**src/vch_pkg.sv**
```systemverilog
// ============================================================================
// Victim cache hierarchy package
// Shared types and constants for the controller and the datapath.
// ============================================================================
`default_nettype none

package vch_pkg;

    localparam int unsigned TAG_W   = 26;
    localparam int unsigned IDX_W   = 4;
    localparam int unsigned WORD_W  = 32;
    localparam int unsigned LEVEL_W = 3;
    localparam int unsigned CNT_N   = 6;

    localparam logic [LEVEL_W-1:0] LVL_L1     = 3'd0;
    localparam logic [LEVEL_W-1:0] LVL_VICTIM = 3'd1;
    localparam logic [LEVEL_W-1:0] LVL_L2     = 3'd2;
    localparam logic [LEVEL_W-1:0] LVL_MEM    = 3'd3;
    localparam logic [LEVEL_W-1:0] LVL_WRITE  = 3'd4;

    typedef enum logic [2:0] {
        ST_IDLE,
        ST_READ,
        ST_LOOKUP,
        ST_CASCADE,
        ST_DONE
    } state_t;

    typedef struct packed {
        logic capture;
        logic read_sets;
        logic execute;
        logic cascade;
        logic publish;
    } vch_cmd_t;

    typedef struct packed {
        logic needs_cascade;
    } vch_status_t;

endpackage

`default_nettype wire

```
**src/vch_ctrl.sv**
```systemverilog
// ============================================================================
// Victim cache hierarchy controller
// Sequences one transaction through read, lookup, cascade and result stages.
// ============================================================================
`default_nettype none

module vch_ctrl (
    input  wire logic                 clk,
    input  wire logic                 rst_n,
    input  wire logic                 in_valid,
    output logic                      in_ready,
    output logic                      out_valid,
    input  wire logic                 out_ready,
    output vch_pkg::vch_cmd_t         cmd,
    input  wire vch_pkg::vch_status_t status
);

    vch_pkg::state_t state_reg;
    vch_pkg::state_t state_next;
    logic            out_valid_reg;
    logic            out_valid_next;

    always_ff @(posedge clk or negedge rst_n)
    begin
        if (!rst_n)
        begin
            state_reg     <= vch_pkg::ST_IDLE;
            out_valid_reg <= 1'b0;
        end
        else
        begin
            state_reg     <= state_next;
            out_valid_reg <= out_valid_next;
        end
    end

    always_comb
    begin
        state_next     = state_reg;
        out_valid_next = out_valid_reg;
        cmd            = '0;
        in_ready       = 1'b0;
        if (out_valid_reg && out_ready)
        begin
            out_valid_next = 1'b0;
        end
        case (state_reg)
            vch_pkg::ST_IDLE:
            begin
                in_ready    = 1'b1;
                cmd.capture = in_valid;
                if (in_valid)
                begin
                    state_next = vch_pkg::ST_READ;
                end
            end
            vch_pkg::ST_READ:
            begin
                cmd.read_sets = 1'b1;
                state_next    = vch_pkg::ST_LOOKUP;
            end
            vch_pkg::ST_LOOKUP:
            begin
                cmd.execute = 1'b1;
                state_next  = status.needs_cascade ? vch_pkg::ST_CASCADE : vch_pkg::ST_DONE;
            end
            vch_pkg::ST_CASCADE:
            begin
                cmd.cascade = 1'b1;
                state_next  = vch_pkg::ST_DONE;
            end
            vch_pkg::ST_DONE:
            begin
                if (!out_valid_reg || out_ready)
                begin
                    cmd.publish    = 1'b1;
                    out_valid_next = 1'b1;
                    state_next     = vch_pkg::ST_IDLE;
                end
            end
            default:
            begin
                state_next = vch_pkg::ST_IDLE;
            end
        endcase
    end

    assign out_valid = out_valid_reg;

endmodule

`default_nettype wire

```
**config.mk**
```make
export PLATFORM = sky130hd
export DESIGN_NAME = vch_ctrl
export DESIGN_NICKNAME = d
export VERILOG_FILES = /design/src/vch_pkg.sv /design/src/vch_ctrl.sv
export SDC_FILE = /design/constraint.sdc
export NUM_CORES = 1
export LEC_CHECK = 0
export BUFFER_PORTS_ARGS = -buffer_cell sky130_fd_sc_hd__buf_2
export CAP_MARGIN = 10
export CORE_AREA = 2 2 39 41
export CTS_CLUSTER_SIZE = 28
export DETAILED_ROUTE_END_ITERATION = 10
export DIE_AREA = 0 0 41 43
export HOLD_SLACK_MARGIN = 0.05
export SETUP_SLACK_MARGIN = 0.4
export SLEW_MARGIN = 20
export SYNTH_ARGS = -nofsm -noshare
export SYNTH_HDL_FRONTEND = slang
export SYNTH_SLANG_ARGS = --single-unit
export TNS_END_PERCENT = 30
```
**constraint.sdc**
```tcl
create_clock -name clk -period 2.4 [get_ports clk]
set_input_delay 0 -clock clk [delete_from_list [all_inputs] [get_ports clk]]
set_output_delay 0 -clock clk [all_outputs]
set_load 0.005 [all_outputs]
```
# == Word-level counts from Yosys, hierarchy flattened ==
# Cells that the tools add are included.
# classes
shift,0
n_div,0
mux,14
n_reduce_logical,5
n_lt_le_gt_ge,0
eq_ne,6
n_bitwise,0
addsub,0
n_mul,0
# op_table
op,count
3-bit case mux with 5 select lines,1
1-bit two-way mux,10
3-bit two-way mux,3
"3-bit by 2-bit equality test with 1-bit output, second input constant",2
"2-bit != test, second input constant",2
"3-bit by 1-bit equality test with 1-bit output, second input constant",1
"3-bit equality test, second input constant",1
3-bit logical NOT,1
2-bit AND reduction,1
1-bit logical AND,1
1-bit logical NOT,1
1-bit logical OR,1
# word_totals
romBits,0
latch_bits,0
memories,0
ramBits,0
reg_bits,4

# == Depth between registers and ports, before layout ==
# Gate-level depths: netlist of run 1.
# logic_depth
ltp_word,4
depth_mapped,2
depth_no_buf,2

# == Worst setup path after synthesis of run 1 ==
# Ideal clock, no wire load.
# synth_path
path_type,reg-to-reg
startpoint,reg state_reg[1]
endpoint,reg state_reg[2]
slack_ns,1.353
setup_ns,0.080
synth_period_minus_slack_ns,1.047
n_path_buf,0
arrival_time_ns,0.968
stages_incl_launch_ff,3
cell_sequence,dfrtp_1 -> or3b_4 -> o22ai_2
# synth_via
elab_chain_cells,3
word_cells_on_any_way,9
# synth_rtl
element,line_no,rtl
"start, declared",vch_ctrl.sv:18,vch_pkg::state_t state_reg;
"start signal, assigned",vch_ctrl.sv:27,state_reg <= vch_pkg::ST_IDLE;
"start signal, assigned",vch_ctrl.sv:32,state_reg <= state_next;
3-bit equality test or 3-bit logical NOT (tied branches),vch_ctrl.sv:47,case (state_reg)
2-bit != test (no line),-,
2-bit AND reduction (no line),-,
# Several ways; a longest one is shown, not always the timed one.
# A chain may end at the register's enable or synchronous reset.

==> results of run 1 <==
## power groups by stage
stage | combinational (uW) | clock, uW | sequential, uW
finish | 155 | 82.5 | 139
global placement | 154 | 0 | 138
floorplan | 94.7 | 0 | 131
detailed placement | 156 | 0 | 141
global route | 175 | 90.7 | 146
CTS | 160 | 86.6 | 140
## layout by cell type, fill, tap and decap left out
cell	count
nand2b_1	2
a21oi_1	1
or3b_4	1
buf_2	11
dfrtp_1	4
nand3b_1	1
nor3_1	3
nor2b_1	2
nor2_1	2
dlygate4sd3_1	2
inv_1	1
nand2_1	1
mux2i_1	1
and2_1	1
o22ai_2	1
clkbuf_4	3
nand2b_2	1
## logic make-up after synthesis
| family | synth area share |
|---|---|
| muxes | 0.0462 |
| and+or+nand+nor | 0.393 |
| buffers and inverters | 0.0173 |
| DFF | 0.462 |
| AOI/OAI and AO/OA | 0.0809 |
## metal layers
metal / GRT usage / up-vias
li1: - / 107
met1: 0.0717 / 95
met2: 0.0906 / 7
met3: 0.0366 / 0
met4: 0.0600 / 0
met5: 0 / -
## how the worst max path moves through the flow
stage / end / cells after the start / slack (ps)
global placement: state_reg[2]$_DFFE_PN0P_ / 2 / 1320
global route: cmd[0] / 3 / 970
CTS: cmd[0] / 3 / 1050
finish: cmd[0] / 3 / 1060
detailed placement: cmd[0] / 3 / 1300
floorplan: state_reg[2]$_DFFE_PN0P_ / 2 / 1350
## stage by stage
| stage | setup slack (ps) | hold WS, ps | area (sq um) |
|---|---|---|---|
| detailed placement | 1300 | -192 | 292 |
| floorplan | 1350 | -296 | 216 |
| global placement | 1320 | -191 | 292 |
| CTS | 1050 | 81.6 | 334 |
| finish | 1060 | 84.9 | 334 |
| global route | 970 | 97.5 | 334 |
## area by class of cell
class | count | area share
clock buffers | 3 | 0.0674
inverters | 1 | 0.0112
multi-input cells | 17 | 0.337
flip-flops and latches | 4 | 0.300
well taps | 16 | 0.0599
repair buffers | 13 | 0.225
## critical path: stages, from the launching register on
cell	delay, ps
dfrtp_1	440
or3b_4	440
nor2b_1	110
buf_2	110
==> flow_metrics.tcl, run 1 <==
set metrics [dict create \
    yosysWarnings 0 \
    critPathRequiredTime_ps 2400 \
    cts.sinks 4 \
    setup_viol 0 \
    p_sw_uw 135 \
    io-pin-count 12 \
    path_class "flip-flop to output pin" \
    wl_per_cell_microns 8.72 \
    dp_hpwl_microns 360 \
    maxCapViolations 0 \
    area_growth_pct 54.3 \
    fin_cells 54 \
    finClkSkew_ps 0.703 \
    core_area_sq_um 1380 \
    hold_end "state_reg[0]$_DFFE_PN0P_" \
    synthCells 22 \
    p_clk_frac 0.219 \
    comb_power_share 0.412 \
    finalPower_uw 377 \
    grt_pass1_wl_microns 779 \
    run_status "finished clean" \
    initial_core_util 0.156 \
    fin_setup_tns_ps 0 \
    r2r_slack_ps 1310 \
    htree_levels 1 \
    fillCellCount 160 \
    numCtsBuffers 3 \
    finalHoldViolations 0 \
    synth_top_area_frac 0.462 \
    cts_tree "built" \
    grt_max_degree 9 \
    hp-start "in_valid" \
    synth_largest_area_cell "dfrtp_1" \
    synth_area_sq_um 216 \
    vias 209 \
    topRoutingLayerUsed "met3" \
    synth-edff-count 0 \
    grt_overflow_total 0 \
    register_area_sq_um 100 \
    crit_arrival_ps 1340 \
    ant_nets 0 \
    fin_crit_ps 1340 \
    crit_path_start "state_reg[1]$_DFFE_PN0P_" \
    die_width_microns 41 \
    finalCritPeriodShare 0.557 \
    worst_pin_slew_ps 219 \
    p_leak_uw 0.000170 \
    grt_use_total 0.0675 \
    met3_length_microns 36 \
    synth_cell_types 14 \
    ys.flop_type "dfrtp_1" \
    largest_register_ffs 3 \
    slew_violations 0 \
    async_flop_share 1.00 \
    reg2reg_from "state_reg[1]$_DFFE_PN0P_" \
    rsz0062_at_grt "no" \
    p_sw_frac 0.360 \
    hold_path.class "primary input to flip-flop" \
    yosys-top-cells-count "dfrtp_1 (4), nor3_1 (3), nand2b_1 (2), nor2_1 (2), nor2b_1 (2)" \
    clock_latency_ps 230 \
    synth_most_common_cell "dfrtp_1" \
    ys_seq_area_frac 0.462 \
    post-route-util 0.241 \
    power.share.sequential 0.369 \
    ys_ff_latch 4 \
    fmax_mhz 748 \
    multi_input_area_sq_um 113 \
    gp_congestion 0.631 \
    reg2reg_to "state_reg[2]$_DFFE_PN0P_" \
    clk_pin_slew_worst_paths_ps 40 \
    drcViolationCount 0 \
    final_nets 45 \
    worstPathMaxFanout 7 \
    postCtsHoldBufs 2 \
    worstSetupEndpointType "output pin" \
    place_inst 49 \
    ys_top_cells_by_area "dfrtp_1 (46%), nor3_1 (6.9%), nand2b_1 (5.8%)" \
    met2_length_microns 233 \
    antenna_found_initial 0 \
    portBuffers 11 \
    root_buffer "clkbuf_4" \
    intPower_uw 241 \
    die-area_sq_um 1760 \
    wirelength_microns 471 \
    diodes 0 \
    grt_pass1_vias 214 \
    cts-resized-gates 0 \
    rows 14 \
    dieHeight_microns 43 \
    synthesis.nets 27 \
    avgSynthCellArea_sq_um 9.84 \
    ir_drop_mv 0.405 \
    drive_gt1_frac 0.447 \
    start_kind "flip-flop" \
    min_path_cells 3 \
    post-cts-setup-buffers 0 \
    wl_met1_microns 201 \
    drtIter0Drc 1 \
    drt_pre_antenna_iters 2 \
    ff2ff_path_depth 2 \
    relSlewSlack 0.853 \
    powerDensity_nw_per_um2 1130 \
    cts_max_path_buffers 2 \
    via_per_inst 3.87 \
]
(Power assumes the default switching activity.)
==> run 2, diff against run 1 <==
- clock period: 2.4 -> 1.39 ns (I/O delays scaled with it)
==> run 2 against run 1 <==
Sequential cell count unchanged. Clock skew up 6.9 ps. Sequential share of layout area down 5.7 points. Non-clock buffer count up 8.
==> flow_metrics.tcl, run 2 (synthesis results as in run 1) <==
set metrics [dict create \
    run_status "finished clean" \
    area_growth_pct 95.4 \
    relSlewSlack 0.888 \
    fin_crit_ps 1260 \
    clk_pin_slew_worst_paths_ps 40 \
    grt_max_degree 8 \
    grt_pass1_vias 260 \
    max_stage_delay_ps 400 \
    setup_viol 0 \
    cp_slowest_cell "or3b_4" \
    fin_cells 62 \
    fin_setup_tns_ps 0 \
    topRoutingLayerUsed "met3" \
    grt_use_total 0.0876 \
    vias 245 \
    wl_per_cell_microns 10.1 \
    p_leak_uw 0.000213 \
    dieHeight_microns 43 \
    via_per_inst 3.95 \
    grt_pass1_wl_microns 959 \
    initial_core_util 0.156 \
    path_cells "or3b_4, nor2b_1, buf_2" \
    portBuffers 11 \
    rows 14 \
    path_class "flip-flop to output pin" \
    dp_hpwl_microns 374 \
    largest_register_ffs 3 \
    start_kind "flip-flop" \
    cts_max_path_buffers 2 \
    htree_levels 1 \
    layout_commonest_cell "buf_2" \
    wl_met1_microns 273 \
    grt_overflow_total 0 \
    core_area_sq_um 1380 \
    cts.sinks 4 \
    gp_congestion 0.661 \
    ir_drop_mv 0.695 \
    rsz0062_at_grt "yes" \
    finalPower_uw 878 \
    critPathRequiredTime_ps 1390 \
    crit_buf_inv 1 \
    maxCapViolations 0 \
    finClkSkew_ps 7.57 \
    met3_length_microns 38 \
    worstPathMaxFanout 2 \
    wirelength_microns 625 \
    numCtsBuffers 3 \
    slew_violations 0 \
    drtIter0Drc 2 \
    crit_arrival_ps 1260 \
    worstSetupEndpointType "output pin" \
    cts_tree "built" \
    fillCellCount 153 \
    place_inst 49 \
    die-area_sq_um 1760 \
    hold_path.class "primary input to flip-flop" \
    powerDensity_nw_per_um2 2080 \
    drive_gt1_frac 0.630 \
    io-pin-count 12 \
    cp_top_family "simple AND/OR/NAND/NOR gates" \
    ant_nets 0 \
    finalHoldViolations 0 \
    antenna_found_initial 0 \
    diodes 0 \
    die_width_microns 41 \
    drt_pre_antenna_iters 2 \
    clock_latency_ps 240 \
    root_buffer "clkbuf_4" \
    met2_length_microns 313 \
    worst_pin_slew_ps 167 \
    final_nets 53 \
    final_cell_mix "buf_2 (11), buf_4 (6), clkbuf_4 (3)" \
    fmax_mhz 797 \
    drcViolationCount 0 \
    finalCritPeriodShare 0.903 \
]
-- run 2: metrics by stage --
stage          utilization  worst slack [ps]  cell area, sq um  hold WS [ps]
2_1_floorplan            -               355               216          -296
3_3_place_gp         0.211               288               292          -189
5_1_grt              0.306              57.3               423          96.3
4_1_cts              0.292               116               404          71.9
3_5_place_dp         0.211               269               292          -192
6_report             0.306               135               423          81.5
-- run 2: worst paths after layout --
check | startpoint | endpoint | slack (ps) | cells after the start
min in group asynchronous | rst_n | out_valid$_DFF_PN0_ | 100 | 2
setup / recovery | state_reg[0]$_DFFE_PN0P_ | cmd[0] | 130 | 3
hold / removal | out_ready | out_valid$_DFF_PN0_ | 80 | 3
max in group asynchronous | rst_n | state_reg[0]$_DFFE_PN0P_ | 1150 | 2
setup reg to reg | state_reg[0]$_DFFE_PN0P_ | state_reg[2]$_DFFE_PN0P_ | 270 | 3
hold reg to reg | out_valid$_DFF_PN0_ | out_valid$_DFF_PN0_ | 530 | 2
-- run 2: worst reg2reg max path, delay by kind of cell (launching register included) --
kind	cells	cell delay, ps
flops	1	390
buf+inv	1	150
compound gates	1	120
simple gates	1	400
-- run 2: final cells by class --
class / instances / area [sq um] / area share
repair buffers: 21 / 143 / 0.337
clock buffers: 3 / 22.5 / 0.0533
inverters: 1 / 3.75 / 0.00888
well taps: 16 / 20.0 / 0.0473
flip-flops and latches: 4 / 103 / 0.243
multi-input cells: 17 / 131 / 0.311
-- run 2: power breakdown --
part           switching (uW)  internal (uW)
combinational             224            302
sequential               35.6            172
clock                    47.9           96.6
-- run 2: per-layer routing --
metal,vias to the layer above,GRT usage
met1,111,0.0779
met2,10,0.141
li1,124,-
met3,0,0.0471
met5,-,0
met4,0,0.0600
-- run 2: what timing repair did --
action                     in CTS  in global routing
setup endpoints to repair       8                 10
setup buffers                   7                  1
pin swaps                       2                  4
hold endpoints to repair        5                  0
hold buffers                    2                  0
resized for setup               5                  3
